## src/sv/mpmq_pkg.sv

```systemverilog
// Package with types, codes and constants of the multi-policy message queue.
package mpmq_pkg;

  localparam int DefReadyDepth  = 16;
  localparam int DefFlightDepth = 16;

  localparam int EntryWidth = 160;

  typedef enum logic [1:0] {
    ACT_PUSH = 2'd0,
    ACT_POP  = 2'd1,
    ACT_ACK  = 2'd2,
    ACT_NACK = 2'd3
  } action_t;

  typedef enum logic [2:0] {
    ST_OK          = 3'd0,
    ST_FULL        = 3'd1,
    ST_BUSY        = 3'd2,
    ST_EMPTY       = 3'd3,
    ST_NOT_FOUND   = 3'd4,
    ST_UNSUPPORTED = 3'd5,
    ST_NO_SPACE    = 3'd6
  } status_t;

  localparam logic [2:0] POL_LIFO     = 3'd1;
  localparam logic [2:0] POL_PRIORITY = 3'd2;
  localparam logic [2:0] POL_RING     = 3'd3;
  localparam logic [2:0] POL_WORK     = 3'd4;

  localparam logic [2:0] BP_DROP_NEW  = 3'd0;
  localparam logic [2:0] BP_BLOCK     = 3'd1;
  localparam logic [2:0] BP_DROP_OLD  = 3'd2;
  localparam logic [2:0] BP_OVERWRITE = 3'd3;
  localparam logic [2:0] BP_SPILL     = 3'd4;
  localparam logic [2:0] BP_EXPAND    = 3'd5;

  localparam logic [1:0] REG_POLICY   = 2'd0;
  localparam logic [1:0] REG_BACKPR   = 2'd1;
  localparam logic [1:0] REG_CAPACITY = 2'd2;

  // An entry packs seq, id, priority and checksum from the lowest bit up.
  typedef struct packed {
    logic [31:0] checksum;
    logic [31:0] priority_v;
    logic [31:0] id;
    logic [63:0] seq;
  } entry_t;

  typedef enum logic [3:0] {
    S_IDLE,
    S_DECIDE,
    S_SCAN_REQ,
    S_SCAN_CHK,
    S_SHIFT_REQ,
    S_SHIFT_WR,
    S_INS_REQ,
    S_INS_WR,
    S_FL_WR,
    S_NACK_RD,
    S_NACK_WAIT,
    S_DONE
  } state_t;

  // Request to one entry store: one write and one read port.
  typedef struct packed {
    logic   we;
    logic [7:0] waddr;
    entry_t wdata;
    logic [7:0] raddr;
  } mem_req_t;

endpackage

```

## src/sv/mpmq_store.sv

```systemverilog
// Entry store with one write port and one registered read port.
module mpmq_store
  import mpmq_pkg::*;
#(
  parameter int Depth = DefReadyDepth
) (
  input  logic     clk,
  input  mem_req_t req,
  output entry_t   rdata
);

  localparam int AW = (Depth > 1) ? $clog2(Depth) : 1;

  entry_t mem [Depth];

  always_ff @(posedge clk) begin
    if (req.we) begin
      mem[req.waddr[AW-1:0]] <= req.wdata;
    end
    rdata <= mem[req.raddr[AW-1:0]];
  end

endmodule

```

## config.mk

```make
export PLATFORM = sky130hd
export DESIGN_NAME = mpmq_store
export DESIGN_NICKNAME = d
export VERILOG_FILES = /design/src/sv/mpmq_pkg.sv /design/src/sv/mpmq_store.sv
export SDC_FILE = /design/constraint.sdc
export NUM_CORES = 2
export LEC_CHECK = 0
export BUFFER_PORTS_ARGS = -buffer_cell sky130_fd_sc_hd__buf_2
export CORE_ASPECT_RATIO = 1.4
export CORE_MARGIN = 2
export CORE_UTILIZATION = 50
export CTS_CLUSTER_SIZE = 30
export DETAILED_ROUTE_END_ITERATION = 12
export PLACE_DENSITY_LB_ADDON = 0.1
export SETUP_SLACK_MARGIN = 0.1
export SLEW_MARGIN = 20
export SYNTH_ARGS = -nofsm -noshare
export SYNTH_HDL_FRONTEND = slang
export SYNTH_SLANG_ARGS = --single-unit
```

## constraint.sdc

```tcl
create_clock -name clk -period 16.6 [get_ports clk]
set_input_delay 0.83 -clock clk [delete_from_list [all_inputs] [get_ports clk]]
set_output_delay 0.83 -clock clk [all_outputs]
set_load 0.02 [all_outputs]
```

[Word-level counts from Yosys, hierarchy flattened]
Memory sizes are Yosys's and may differ from the RTL's. A register that Yosys moved wholly into a read port is not among the register bits.
Index checks and enable logic that the tools add are counted.
Cells by class
  muxes and demuxes: 2
Operator list (number)
  $mux W1: 2
Storage, ports and cells
  flip-flop bits (word level): 0
  memory bits (writable): 2560
  logic and storage cells: 3
  memories: 1
Memory list
  mem: words 16, bits a word 160, rd ports 1, clocked after memory_dff 1, write ports 1, line mpmq_store.sv:14  | entry_t mem [Depth];

[Depth between registers and ports, before layout]
  depth in word-level cells: 2
  depth in mapped cells: 7
  mapped depth without buffers: 3

[Worst setup path after synthesis]
OpenSTA, ideal clock, no wires.
  kind: input port to flip-flop
  from: input req[170] (netlist name)
  to: memory mem[0][0] (netlist name), enable pin
  setup time: 0.878 ns
  arrival: 12.128 ns
  data required time: 15.722 ns
  slack: 3.594 ns
  stages: 2
  path buffers: 0
  cells stage by stage: or3b_2 -> nor3_1
RTL lines
  start, declared: line mpmq_store.sv:8  | input mem_req_t req,
  end, declared: line mpmq_store.sv:14
No word-level cell before the write port.

[Worst setup path after layout]
  from: input req[170] (netlist name)
  to: memory mem[11][116] (netlist name), enable pin
No word-level cell before the write port.

==> out/qor.txt <==
status -> finished clean
FP Rows -> 193
post-cts resize count -> 0
Hold Path Origin -> req[27]
Post-Syn Area per Cell -> 23.7 um^2
Worst-Margin Slew -> 1.15 ns
RR Startpoint -> mem[7][142]
Hold Slack -> 0.389 ns
Core Region -> 0.198 mm^2
Slew headroom -> 23.2%
clk_lat worst skew -> 0.82 ns
top cells by area, synth -> edfxtp_1, mux4_2, dfxtp_1
count leader, synth -> edfxtp_1
Pins Over Slew Limit -> 0
DRC -> 0
CP arrival -> 4.71 ns
Routed Antenna Nets -> 0
global routing usage on met1 -> 31.1%
GR Overflow Total -> 0
CP startpoint kind -> primary input
kind of critical path -> in2reg
met3 usage -> 5.56%
cell taking the most area after synthesis -> edfxtp_1
Final nets -> 4842
DRT Pass-1 Iters -> 5
full die area -> 0.202 mm^2
FF-to-FF setup slack -> 15.16 ns
R2R depth -> 3
CTS clock-pin slew for the worst setup and hold paths -> 0.06 ns
# setup viols final -> 0
port bufs -> 329
Post-synth top cells -> edfxtp_1, mux4_2, a22oi_1
RSZ-0062 raised after global routing -> no
clk sink count -> 2720
Power Dens Cells -> 127 mW/mm^2
# IOs -> 338
largest net degree at the start of global routing -> 140
depth of the CTS H-tree -> 5
initial antenna violation count -> 65
Worst Skew -> 0.0203 ns
flops & latches, synth -> 2720
crit-path max FO -> 46
fmax -> 233 MHz
Netlist cell types -> 27
CTS tree -> built
Hold Vio Cnt, Final -> 0
post-synthesis sequential area ratio -> 80.6%
drt total wl -> 232000 um
Max Cap Viol -> 0
Synth warnings -> 0
global route hottest layer -> met2
Max clock buf depth -> 4
Detailed Place HPWL -> 112000 um
Crit. End Element -> register
routed vias -> 45200
post-synth top area share -> 77.4%
Mapped Cells -> 4191
vias per cell -> 6.01
Post-CTS Hold Buffers -> 0
routability cong. -> 0.705
WL/cell -> 30.8 um
Async SR Flop Fraction -> 0%
starting density of the core -> 50.3%
first-pass GRT wire length -> 336000 um
vias in the first global route -> 48200
fraction of layout cells with a size suffix above 1 -> 30.5%
CTS Buf Count -> 270
EDFF count, synth -> 2560
Pleak -> 0.0361 uW
Mapped Area -> 0.0993 mm^2
r2r endpoint -> rdata[142]
Area growth syn-to-layout -> 13.5%
top_reg_cell synth -> edfxtp_1
die height -> 531 um
worst hold endpoint -> mem[10][19]
root buffer cell -> clkbuf_16
Worst Hold Class -> in2reg
setup repair bufs after CTS -> 0
number of stages on the worst hold path -> 1
Chip Width -> 381 um
min Tclk post-route -> 4.30 ns
syn_nets -> 4369
Tcrit/Tclk final -> 25.9%
Critical Path RT -> 17.01 ns
TNS Setup -> 0 ns
initial DRC count -> 3706
met2 usage -> 38.4%
worst vdd ir -> 0.0000889 V
origin of the worst setup path -> req[170]
GRT Util Overall -> 23.0%
[where the power goes]
group | internal, uW | total, uW | switching [uW]
Combinational | 268 | 717 | 448
Clock | 3410 | 5880 | 2470
Sequential | 7680 | 7730 | 50.0
[registers in the layout, summed over array words and instances, names as in the netlist]
name	count
mem	2560
rdata	160
[layer usage]
layer  up-vias  part of all wire [%]
li1      18800                     -
met1     24600                    41
met2      1304                    50
met3       371                   7.4
met4        62                   1.8
met5         -                  0.15
[worst max-delay path, stage by stage]
cell      delay [ns]
buf_2           0.12
nand3b_1        0.36
nor2_4          0.61
buf_4           0.80
buf_4           0.89
buf_4           0.90
[cells by family (layout without fill, tap and decap cells)]
logic type,Yosys count,after routing,synth area share (%)
flops,2720,2720,80.6
buf+inv,222,899,1.09
mux,711,711,14.8
compound gates,339,339,2.58
other cells,0,18,0
simple gates,199,199,0.922
[stage by stage]
| stage | cells | worst slack, ns | util [%] | area [um^2] | total power [uW] |
|---|---|---|---|---|---|
| floorplan | 4191 | 3.59 | - | 99300 | 8300 |
| global placement | 7024 | 11.46 | 52.7 | 104000 | 8590 |
| detailed placement | 7024 | 11.40 | 52.7 | 104000 | 8610 |
| CTS | 7500 | 12.24 | 57.0 | 113000 | 14500 |
| global route | 7503 | 12.06 | 57.0 | 113000 | 14800 |
| finish | 7518 | 12.30 | 57.0 | 113000 | 14300 |
[cell usage in the layout, fill, tap and decap left out, types with 18 or more instances in the layout]
cell	Yosys	layout
edfxtp_1	2560	2560
mux4_2	595	595
buf_2	104	325
clkbuf_16	0	280
a22oi_1	266	266
dfxtp_1	160	160
nand2_1	117	117
buf_4	27	83
mux2_2	81	81
clkbuf_1	80	78
clkinv_1	0	38
mux2i_1	35	35
clkinv_2	0	33
clkbuf_8	0	29
nor2b_1	34	28
o221ai_1	28	28
nand2b_1	21	21
diode_2	0	18
[worst max-delay path by stage]
stage,slack (ns),cells after the start,to
after floorplan,3.59,2,mem[0][0]
after global placement,11.46,6,mem[11][118]
after detailed placement,11.40,6,mem[11][118]
after CTS,12.24,6,mem[11][116]
after global routing,12.06,7,rdata[115]
final,12.30,6,mem[11][116]
[area by class of cell]
class	count	area (um^2)
clock buffers	386	7680
flip-flops and latches	2720	80100
diodes	18	45.0
clock inverters	90	742
fillers	14700	84900
multi-input cells	1249	18300
well taps	2632	3290
repair buffers	423	2530
Note: power is estimated with default switching activity, not from simulation.
