`src/sv/mpmq_pkg.sv`:
```
// Package with types, codes and constants of the multi-policy message queue.
package mpmq_pkg;

  localparam int DefReadyDepth  = 16;
  localparam int DefFlightDepth = 16;

  localparam int EntryWidth = 160;

  typedef enum logic [1:0] {
    ACT_PUSH = 2'd0,
    ACT_POP  = 2'd1,
    ACT_ACK  = 2'd2,
    ACT_NACK = 2'd3
  } action_t;

  typedef enum logic [2:0] {
    ST_OK          = 3'd0,
    ST_FULL        = 3'd1,
    ST_BUSY        = 3'd2,
    ST_EMPTY       = 3'd3,
    ST_NOT_FOUND   = 3'd4,
    ST_UNSUPPORTED = 3'd5,
    ST_NO_SPACE    = 3'd6
  } status_t;

  localparam logic [2:0] POL_LIFO     = 3'd1;
  localparam logic [2:0] POL_PRIORITY = 3'd2;
  localparam logic [2:0] POL_RING     = 3'd3;
  localparam logic [2:0] POL_WORK     = 3'd4;

  localparam logic [2:0] BP_DROP_NEW  = 3'd0;
  localparam logic [2:0] BP_BLOCK     = 3'd1;
  localparam logic [2:0] BP_DROP_OLD  = 3'd2;
  localparam logic [2:0] BP_OVERWRITE = 3'd3;
  localparam logic [2:0] BP_SPILL     = 3'd4;
  localparam logic [2:0] BP_EXPAND    = 3'd5;

  localparam logic [1:0] REG_POLICY   = 2'd0;
  localparam logic [1:0] REG_BACKPR   = 2'd1;
  localparam logic [1:0] REG_CAPACITY = 2'd2;

  // An entry packs seq, id, priority and checksum from the lowest bit up.
  typedef struct packed {
    logic [31:0] checksum;
    logic [31:0] priority_v;
    logic [31:0] id;
    logic [63:0] seq;
  } entry_t;

  typedef enum logic [3:0] {
    S_IDLE,
    S_DECIDE,
    S_SCAN_REQ,
    S_SCAN_CHK,
    S_SHIFT_REQ,
    S_SHIFT_WR,
    S_INS_REQ,
    S_INS_WR,
    S_FL_WR,
    S_NACK_RD,
    S_NACK_WAIT,
    S_DONE
  } state_t;

  // Request to one entry store: one write and one read port.
  typedef struct packed {
    logic   we;
    logic [7:0] waddr;
    entry_t wdata;
    logic [7:0] raddr;
  } mem_req_t;

endpackage

```
`src/sv/mpmq_seq.sv`:
```
// Sequencer that walks the stores one entry at a time.
module mpmq_seq
  import mpmq_pkg::*;
#(
  parameter int ReadyDepth  = DefReadyDepth,
  parameter int FlightDepth = DefFlightDepth
) (
  input  logic         clk,
  input  logic         rst,
  input  logic         start,
  input  logic [1:0]   action,
  input  entry_t       in_entry,
  input  logic [31:0]  target_id,
  input  logic [2:0]   queue_policy,
  input  logic [2:0]   backpressure_mode,
  input  logic [4:0]   capacity_limit,
  input  entry_t       rd_rdata,
  input  entry_t       fl_rdata,
  output mem_req_t     rd_req,
  output mem_req_t     fl_req,
  output logic         idle,
  output logic         done,
  output logic [2:0]   res_status,
  output entry_t       res_entry,
  output logic [5:0]   res_depth
);

  localparam int RW = $clog2(ReadyDepth + 1);
  localparam int FW = $clog2(FlightDepth + 1);

  state_t state, state_next;
  logic [RW-1:0] ready_count, ready_count_next;
  logic [FW-1:0] flight_count, flight_count_next;
  logic [31:0]   next_id, next_id_next;
  logic [1:0]    act, act_next;
  entry_t        item, item_next;
  logic [31:0]   tgt, tgt_next;
  logic [8:0]    idx, idx_next;
  logic [8:0]    best, best_next;
  logic [31:0]   best_prio, best_prio_next;
  logic [8:0]    lim, lim_next;
  logic          remove_mode, remove_mode_next;
  logic          found, found_next;
  logic [2:0]    status, status_next;
  entry_t        held, held_next;

  logic at_limit;
  logic work;
  logic new_best;
  logic [8:0] rc9, fc9;

  assign rc9 = 9'(ready_count);
  assign fc9 = 9'(flight_count);
  assign work = (queue_policy == POL_WORK);
  assign at_limit = (capacity_limit != 5'd0) && (rc9 >= 9'(capacity_limit));
  assign new_best = (idx == 9'd0) || (rd_rdata.priority_v > best_prio);
  assign idle = (state == S_IDLE);
  assign done = (state == S_DONE);
  assign res_status = status;
  assign res_entry = held;
  assign res_depth = work ? 6'(rc9 + fc9) : 6'(rc9);

  always_comb begin
    state_next = state;
    ready_count_next = ready_count;
    flight_count_next = flight_count;
    next_id_next = next_id;
    act_next = act;
    item_next = item;
    tgt_next = tgt;
    idx_next = idx;
    best_next = best;
    best_prio_next = best_prio;
    lim_next = lim;
    remove_mode_next = remove_mode;
    found_next = found;
    status_next = status;
    held_next = held;
    case (state)
      S_IDLE: begin
        if (start) begin
          act_next = action;
          item_next = in_entry;
          item_next.id = next_id;
          tgt_next = target_id;
          held_next = '0;
          status_next = ST_OK;
          state_next = S_DECIDE;
          if (action == ACT_PUSH) next_id_next = next_id + 32'd1;
        end
      end
      S_DECIDE: begin
        state_next = S_DONE;
        idx_next = '0;
        best_next = '0;
        best_prio_next = '0;
        case (act)
          ACT_PUSH: begin
            if (at_limit && queue_policy != POL_RING &&
                (backpressure_mode == BP_DROP_NEW ||
                 backpressure_mode > BP_EXPAND)) begin
              status_next = ST_FULL;
            end else if (at_limit && queue_policy != POL_RING &&
                         backpressure_mode == BP_BLOCK) begin
              status_next = ST_BUSY;
            end else if (at_limit && (queue_policy == POL_RING ||
                         backpressure_mode == BP_DROP_OLD ||
                         backpressure_mode == BP_OVERWRITE)) begin
              // Drop the oldest, then append at the end.
              remove_mode_next = 1'b0;
              lim_next = rc9;
              found_next = 1'b0;
              state_next = S_SHIFT_REQ;
            end else if (rc9 >= 9'(ReadyDepth)) begin
              status_next = ST_NO_SPACE;
            end else begin
              found_next = 1'b0;
              idx_next = rc9;
              held_next = item;
              state_next = S_INS_WR;
            end
          end
          ACT_POP: begin
            if (rc9 == 9'd0) status_next = ST_EMPTY;
            else if (work && fc9 >= 9'(FlightDepth)) status_next = ST_NO_SPACE;
            else if (queue_policy == POL_PRIORITY) begin
              lim_next = rc9;
              state_next = S_SCAN_REQ;
            end else begin
              best_next = (queue_policy == POL_LIFO) ? rc9 - 9'd1 : 9'd0;
              idx_next = (queue_policy == POL_LIFO) ? rc9 - 9'd1 : 9'd0;
              lim_next = rc9;
              state_next = S_SCAN_REQ;
            end
          end
          default: begin
            if (!work) status_next = ST_UNSUPPORTED;
            else begin
              lim_next = fc9;
              found_next = 1'b0;
              state_next = S_SCAN_REQ;
            end
          end
        endcase
      end
      S_SCAN_REQ: begin
        if (act != ACT_POP && idx >= lim) begin
          status_next = ST_NOT_FOUND;
          state_next = S_DONE;
        end else state_next = S_SCAN_CHK;
      end
      S_SCAN_CHK: begin
        state_next = S_SCAN_REQ;
        if (act == ACT_POP) begin
          if (queue_policy == POL_PRIORITY) begin
            if (new_best) begin
              best_next = idx;
              best_prio_next = rd_rdata.priority_v;
              held_next = rd_rdata;
            end
            if (idx + 9'd1 >= lim) begin
              idx_next = new_best ? idx : best;
              remove_mode_next = 1'b0;
              state_next = work ? S_FL_WR : S_SHIFT_REQ;
            end else idx_next = idx + 9'd1;
          end else begin
            held_next = rd_rdata;
            remove_mode_next = 1'b0;
            state_next = work ? S_FL_WR : S_SHIFT_REQ;
          end
        end else if (fl_rdata.id == tgt) begin
          best_next = idx;
          if (act == ACT_NACK && rc9 >= 9'(ReadyDepth)) begin
            status_next = ST_NO_SPACE;
            state_next = S_DONE;
          end else if (act == ACT_NACK) begin
            state_next = S_NACK_RD;
          end else begin
            remove_mode_next = 1'b1;
            state_next = S_SHIFT_REQ;
          end
        end else idx_next = idx + 9'd1;
      end
      S_FL_WR: begin
        flight_count_next = FW'(fc9 + 9'd1);
        state_next = S_SHIFT_REQ;
      end
      S_SHIFT_REQ: state_next = S_SHIFT_WR;
      S_SHIFT_WR: begin
        if (idx + 9'd1 < lim) begin
          idx_next = idx + 9'd1;
          state_next = S_SHIFT_REQ;
        end else begin
          if (remove_mode) flight_count_next = FW'(fc9 - 9'd1);
          else ready_count_next = RW'(rc9 - 9'd1);
          if (act == ACT_PUSH) begin
            held_next = item;
            idx_next = rc9 - 9'd1;
            state_next = S_INS_WR;
          end else state_next = S_DONE;
        end
      end
      S_NACK_RD: state_next = S_NACK_WAIT;
      S_NACK_WAIT: begin
        held_next = fl_rdata;
        idx_next = rc9;
        found_next = 1'b1;
        state_next = (rc9 == 9'd0) ? S_INS_WR : S_INS_REQ;
      end
      S_INS_REQ: state_next = S_INS_WR;
      S_INS_WR: begin
        if (!found || idx == 9'd0) begin
          ready_count_next = RW'(rc9 + 9'd1);
          held_next = '0;
          if (act == ACT_NACK) begin
            remove_mode_next = 1'b1;
            idx_next = best;
            lim_next = fc9;
            state_next = S_SHIFT_REQ;
          end else begin
            state_next = S_DONE;
          end
        end else begin
          idx_next = idx - 9'd1;
          state_next = (idx == 9'd1) ? S_INS_WR : S_INS_REQ;
        end
      end
      S_DONE:  state_next = S_IDLE;
      default: state_next = S_IDLE;
    endcase
  end

  // Memory requests per state.
  always_comb begin
    rd_req = '0;
    fl_req = '0;
    case (state)
      S_SCAN_REQ: begin
        rd_req.raddr = 8'(idx);
        fl_req.raddr = 8'(idx);
      end
      S_SHIFT_REQ: begin
        rd_req.raddr = 8'(idx + 9'd1);
        fl_req.raddr = 8'(idx + 9'd1);
      end
      S_SHIFT_WR: begin
        if (remove_mode) begin
          fl_req.we = (idx + 9'd1 < lim);
          fl_req.waddr = 8'(idx);
          fl_req.wdata = fl_rdata;
        end else begin
          rd_req.we = (idx + 9'd1 < lim);
          rd_req.waddr = 8'(idx);
          rd_req.wdata = rd_rdata;
        end
      end
      S_INS_REQ: rd_req.raddr = 8'(idx - 9'd1);
      S_INS_WR: begin
        rd_req.we = 1'b1;
        rd_req.waddr = 8'(idx);
        rd_req.wdata = (!found || idx == 9'd0) ? held : rd_rdata;
      end
      S_FL_WR: begin
        fl_req.we = 1'b1;
        fl_req.waddr = 8'(fc9);
        fl_req.wdata = held;
      end
      S_NACK_RD: fl_req.raddr = 8'(best);
      default: ;
    endcase
  end

  always_ff @(posedge clk) begin
    if (rst) begin
      state <= S_IDLE;
      ready_count <= '0;
      flight_count <= '0;
      next_id <= 32'd1;
    end else begin
      state <= state_next;
      ready_count <= ready_count_next;
      flight_count <= flight_count_next;
      next_id <= next_id_next;
    end
  end

  always_ff @(posedge clk) begin
    act <= act_next;
    item <= item_next;
    tgt <= tgt_next;
    idx <= idx_next;
    best <= best_next;
    best_prio <= best_prio_next;
    lim <= lim_next;
    remove_mode <= remove_mode_next;
    found <= found_next;
    status <= status_next;
    held <= held_next;
  end

endmodule

```
`config.mk`:
```
export PLATFORM = sky130hd
export DESIGN_NAME = mpmq_seq
export DESIGN_NICKNAME = d
export VERILOG_FILES = /design/src/sv/mpmq_pkg.sv /design/src/sv/mpmq_seq.sv
export SDC_FILE = /design/constraint.sdc
export NUM_CORES = 1
export LEC_CHECK = 0
export BUFFER_PORTS_ARGS = -buffer_cell sky130_fd_sc_hd__buf_2
export CAP_MARGIN = 20
export CORE_AREA = 2 2 409 411
export CTS_CLUSTER_DIAMETER = 200
export DETAILED_ROUTE_END_ITERATION = 10
export DIE_AREA = 0 0 411 413
export HOLD_SLACK_MARGIN = 0.1
export SYNTH_ARGS = -nofsm -noshare
export SYNTH_HDL_FRONTEND = slang
export SYNTH_SLANG_ARGS = --single-unit
```
`constraint.sdc`:
```
create_clock -name clk -period 8.65 [get_ports clk]
set_clock_uncertainty 0.1 [all_clocks]
set_input_delay 1.73 -clock clk [delete_from_list [all_inputs] [get_ports clk]]
set_output_delay 1.73 -clock clk [all_outputs]
set_load 0.01 [all_outputs]
```
; ---- Word-level counts from Yosys, hierarchy flattened
; Cells that the tools add are included.
[word_totals]
in_bits = 528
out_inout_bits = 525
regBits = 464
[op_classes]
n_reduce_logical = 42
mux = 124
order_cmp = 8
n_eq_ne = 66
n_addsub = 8
[op_table]
columns = operator, count
row1 = 160-bit 2-to-1 mux, 13
row2 = 160-bit case mux with 6 select lines, 1
row3 = 169-bit case mux with 2 select lines, 2
row4 = 169-bit 2-to-1 mux, 2
row5 = 9-bit 2-to-1 mux, 25
row6 = 32-bit 2-to-1 mux, 3
row7 = 4-bit 2-to-1 mux, 20
row8 = 9-bit case mux with 2 select lines, 4
row9 = 32-bit case mux with 2 select lines, 1
row10 = 8-bit case mux with 3 select lines, 2
row11 = 5-bit 2-to-1 mux, 9
row12 = 9-bit case mux with 5 select lines, 1
row13 = 4-bit case mux with 11 select lines, 1
row14 = "2-bit inequality test, second input constant", 21
row15 = "3-bit inequality test, second input constant", 14
row16 = 3-bit 2-to-1 mux, 12
row17 = "32-bit by 1-bit adder with 32-bit output, second input constant", 1
row18 = 32-bit equality test, 1
row19 = 32-bit > comparator, 1
row20 = "4-bit inequality test, second input constant", 5
row21 = 5-bit case mux with 2 select lines, 2
row22 = 1-bit 2-to-1 mux, 19
row23 = 9-bit >= comparator, 2
row24 = 9-bit logical NOT, 2
row25 = other kinds (49), 84

; ---- Depth between registers and ports, before layout
[logic_depth]
ltp_word = 9
ltp_mapped = 13
ltp_nobuf = 12

; ---- Least setup slack after synthesis
; Ideal clock, no wire load.
[synth_path]
path_type = in2reg
startpoint = input port rd_rdata[126] in the netlist's numbering
endpoint = register held (netlist bit res_entry[0]), enable pin
slack_ps = 736
required_time_ps = 8008
arrival_time_ps = 7271
cell_stages = 9
path_cell_list = ha_1 > nand4_2 > nor4_2 > or2b_1 > a31o_2 > and3_1 > clkbuf_1 > nand3_1 > o311a_1
[synth_via]
elab_chain_len = 4
[synth_rtl]
columns = element, line_no
row1 = "start, declared", mpmq_seq.sv:17  ; input entry_t rd_rdata,
row2 = 32-bit > comparator, mpmq_seq.sv:56  ; assign new_best = (idx == 9'd0) || (rd_rdata.priority_v > best_prio);
row3 = 1-bit logical OR, mpmq_seq.sv:56
row4 = 3-bit inequality test (no source line), -
row5 = 12-bit AND reduction (no source line), -
row6 = "end signal, assigned", mpmq_seq.sv:298  ; held <= held_next;
row7 = "end, declared", mpmq_seq.sv:45  ; entry_t held, held_next;
; No other way between the ends.
; A chain may end at the register's enable or synchronous reset.

==> summary.md <==
| Metric | Value |
|---|---|
| Multiplexer area fraction after synthesis | `0.0110` |
| Async set or reset register ratio after synthesis | `0` |
| EDFF count, synth | `~410` |
| Minimum period implied by the final worst setup slack | `6.33 ns` |
| X dimension of the die | `411 µm` |
| Beginning of the worst hold path | `next_id[31]` |
| Avg WL per Cell | `31.5 µm` |
| Required time of the critical path | `6.82 ns` |
| H-tree levels | `2` |
| Clock transition at the registers of the reported paths | `0.06 ns` |
| Post-DP HPWL | `140000 µm` |
| Startpoint types | `register` |
| Sequential Power Share | `0.410` |
| Sum of internal, switching and leakage power | `between 10000 and 15000 µW` |
| Synth unique cells | `75` |
| Wire length of the first global-routing pass | `between 200000 and 250000 µm` |
| Slew margin rel. | `0.217` |
| Number of buffers created by CTS | `59` |
| Critical path origin | `state[2]` |
| Placeable Area | `approximately 170000 µm²` |
| ANT nets after route | `0` |
| Portion of the post-synthesis area used by sequential elements | `0.540` |
| Sequential cell area in the final layout | `roughly 13000 µm²` |
| Starting density of the core | `0.149` |
| Root cell of the clock tree | `sky130_fd_sc_hd__clkbuf_16` |
| Total internal power | `~6400 µW` |
| Number of hold buffers added after cts | `0` |
| Detailed Route WL | `174000 µm` |
| GRT overflow | `0` |
| Critical Path End Type | `primary output` |
| Vertical extent of the die | `413 µm` |
| Commonest cells after routing, fill and taps aside | `1020 x sky130_fd_sc_hd__buf_2, 414 x sky130_fd_sc_hd__edfxtp_1, 332 x sky130_fd_sc_hd__nand2_1` |
| Net Sw Frac | `0.460` |
| Fraction of final layout cells with drive strength greater than 1 | `0.364` |
| Max IR drop VDD | `229 µV` |
| Post-CTS Repair Setup Buffers | `0` |
| Post-synthesis share of cell area spent on full adders, half adders and majority gates | `0.0330` |
| Average instance area after synthesis | `about 11 µm²` |
| Classification of the worst setup path | `reg2out` |
| Number of failing setup endpoints in the final timing report | `0` |
| Clk pwr share | `0.211` |
| Number of warnings printed during yosys synthesis | `0` |
| Critical R2R Launch | `idx[1]` |
| Worst Path Arrival | `~4.5 ns` |
| Insertion delay to the later sink of the worst-skew pair | `0.69 ns` |
| Starting DRC count in detailed routing | `just under 3000` |
| Post-detailed-route DRC marker count | `0` |
| Layout overhead on the synthesized area | `39.7%` |
| Maximum capacitance violations | `0` |
| Number of top-level pins | `1053` |
| Number of nets produced by synthesis | `~2900` |
| Hold Path Stages | `0` |
| Basic-gate share of the synthesized area counting and, or, nand and nor cells | `0.121` |
| Sinks on Clock Net | `460` |
| Power dissipated by switching net loads | `5460 µW` |
| Initial antenna violation count | `approximately 60` |
| Dominant combinational cell family by area after synthesis | `compound AO/OA/AOI/OAI gates` |
| Worst hold slack after final layout | `approximately 0.37 ns` |
| Main flop type after synthesis | `sky130_fd_sc_hd__edfxtp_1` |
| Highest fanout seen on the critical path | `35` |
| All-layer global routing usage | `0.193` |
| Flop and latch count out of synthesis | `460` |
| Maximum operating frequency | `158 MHz` |
| Share of the synthesized netlist area taken by xor and xnor gates | `0.0312` |
| Setup repair after global routing missed its margin | `false` |
| Total die area | `between 150000 and 200000 µm²` |
| Num rows | `150` |
| Share of the synthesized area in compound gates (AO/OA/AOI/OAI) | `0.223` |
| Slew Limit Fails | `0` |
| Register-to-Register Path Depth | `13` |
| Worst slew pin tran | `1.16 ns` |
| Area occupied by multi-input gates | `10400 µm²` |
| Fin Setup TNS | `0 ns` |
| Synthesized area | `24700 µm²` |
| Power Density | `343 nW/µm²` |
| Number of nets in the layout | `3808` |
| Count of buffers inserted at the top-level ports | `just over 1000` |
| Number of optimization iterations in the first detailed-route pass | `6` |
| Result of the run | `complete, no violations` |
| Post-detailed-route via-to-cell ratio | `4.60` |
| Routability Congestion | `0.975` |
| Largest net degree at the start of global routing | `108` |
| Quantity of gates resized following cts | `0` |
| Relative contribution of combinational cells to total power | `0.379` |
| Final core utilization | `0.208` |
| Fill cell count | `18300` |
| Leakage power figure | `0.0150 µW` |
| TritonCTS clock tree | `yes` |
| Total vias in the final route | `25500` |
| Post-route clock period utilization | `0.732` |
| Commonest non-fill, non-tap cell in the layout | `sky130_fd_sc_hd__buf_2` |
| Number of endpoints with negative hold slack in the final report | `0` |
| Kind of path behind the tightest hold check | `reg2reg` |
| Deepest clock path buffer count | `3` |
| Via count of the first global-routing pass | `23500` |
| Synthesized instance count | `2258` |
-- through the flow --
stage	instance area [µm²]	cells	worst slack, ns
floorplan	24700	2258	0.736
global placement	32500	5357	2.39
detailed placement	32500	5359	2.40
CTS	34400	5471	2.22
global route	34500	5524	2.07
finish	34600	5539	2.32
-- cells by family after synthesis --
logic type	after synthesis
xor+xnor	88
flops	460
fa+ha+maj	64
mux	26
simple gates	644
buf+inv	270
compound gates	706
-- cell type report --
type / instances / area share
Antenna cell: 68 / 0.00492
Clock buffer: 75 / 0.0459
Clock inverter: 37 / 0.00934
Inverter: 104 / 0.0113
Multi-Input combinational cell: 1528 / 0.301
Sequential cell: 460 / 0.386
Tap cell: 2204 / 0.0798
Timing Repair Buffer: 1063 / 0.161
-- registers in the layout, indices dropped and copies added (netlist names) --
name,count
item,160
res_entry,160
best_prio,32
next_id,32
tgt,32
best,9
idx,9
flight_count,5
lim,5
ready_count,5
state,4
res_status,3
act,2
found,1
remove_mode,1
-- layer usage --
| metal | vias to the layer above | track usage | share of wire |
|---|---|---|---|
| met5 | - | 0.0113 | 0.0024 |
| met4 | 30 | 0.110 | 0.051 |
| met3 | 357 | 0.0733 | 0.11 |
| met2 | 1712 | 0.284 | 0.44 |
| met1 | 12700 | 0.239 | 0.39 |
| li1 | 10700 | - | - |
-- power by group through the flow --
stage | Sequential (µW) | Combinational, µW | Clock, µW
6_report | 4870 | 4500 | 2500
5_1_grt | 4900 | 4800 | 2640
3_3_place_gp | 4850 | 4480 | 0
2_1_floorplan | 4510 | 2010 | 0
3_5_place_dp | 4850 | 4510 | 0
4_1_cts | 4820 | 4530 | 2570
-- worst paths after layout --
| check | to | slack (ns) |
|---|---|---|
| max | rd_req[100] | 2.32 |
| min | item[95] | 0.37 |
| max reg2reg | res_entry[115] | 3.52 |
| min reg2reg | item[95] | 0.37 |
-- worst max-delay path: stages (launching register included) --
cell,delay (ns)
sky130_fd_sc_hd__dfxtp_1,0.88
sky130_fd_sc_hd__and2b_1,0.40
sky130_fd_sc_hd__nand3_1,0.72
sky130_fd_sc_hd__nor2_4,0.55
sky130_fd_sc_hd__buf_12,0.24
sky130_fd_sc_hd__buf_4,0.42
sky130_fd_sc_hd__a22o_1,0.37
sky130_fd_sc_hd__buf_2,0.19
-- cell usage after synthesis, types with 3 or more instances --
library cell / n / area [µm²]
sky130_fd_sc_hd__o21ai_1: 8 / 40.0
sky130_fd_sc_hd__buf_2: 12 / 60.1
sky130_fd_sc_hd__o22ai_1: 6 / 37.5
sky130_fd_sc_hd__a311oi_1: 3 / 26.3
sky130_fd_sc_hd__nand2b_1: 12 / 75.1
sky130_fd_sc_hd__a22oi_1: 133 / 998
sky130_fd_sc_hd__a211oi_1: 8 / 60.1
sky130_fd_sc_hd__clkbuf_1: 144 / 541
sky130_fd_sc_hd__nor4_2: 4 / 50.1
sky130_fd_sc_hd__a21o_1: 14 / 105
sky130_fd_sc_hd__nand4_1: 31 / 194
sky130_fd_sc_hd__or2_2: 5 / 31.3
sky130_fd_sc_hd__a31oi_1: 13 / 81.3
sky130_fd_sc_hd__o211ai_1: 6 / 45.0
sky130_fd_sc_hd__or3_1: 14 / 87.6
sky130_fd_sc_hd__and2_1: 40 / 250
sky130_fd_sc_hd__nand3_1: 30 / 150
sky130_fd_sc_hd__mux2i_1: 17 / 170
sky130_fd_sc_hd__mux2_2: 9 / 101
sky130_fd_sc_hd__dfxtp_1: 46 / 921
sky130_fd_sc_hd__buf_1: 9 / 33.8
sky130_fd_sc_hd__a221oi_1: 34 / 298
sky130_fd_sc_hd__o21ai_0: 52 / 260
sky130_fd_sc_hd__nor4_1: 9 / 56.3
sky130_fd_sc_hd__a2111oi_0: 3 / 26.3
sky130_fd_sc_hd__nor2b_1: 9 / 56.3
sky130_fd_sc_hd__nor3_1: 29 / 145
sky130_fd_sc_hd__ha_1: 62 / 776
sky130_fd_sc_hd__a22o_1: 327 / 2860
sky130_fd_sc_hd__a21boi_0: 4 / 30.0
sky130_fd_sc_hd__o31a_1: 3 / 26.3
sky130_fd_sc_hd__xor2_1: 23 / 201
sky130_fd_sc_hd__o31ai_1: 4 / 30.0
sky130_fd_sc_hd__and3_1: 18 / 113
sky130_fd_sc_hd__inv_1: 102 / 383
sky130_fd_sc_hd__a221o_1: 3 / 30.0
sky130_fd_sc_hd__nor3b_1: 3 / 22.5
sky130_fd_sc_hd__and4_1: 6 / 52.6
sky130_fd_sc_hd__edfxtp_1: 414 / 12400
sky130_fd_sc_hd__nor2_1: 90 / 338
sky130_fd_sc_hd__nand2_1: 332 / 1250
sky130_fd_sc_hd__xnor2_1: 65 / 569
sky130_fd_sc_hd__a21oi_1: 59 / 295
Power figures use the tool's default switching activity.
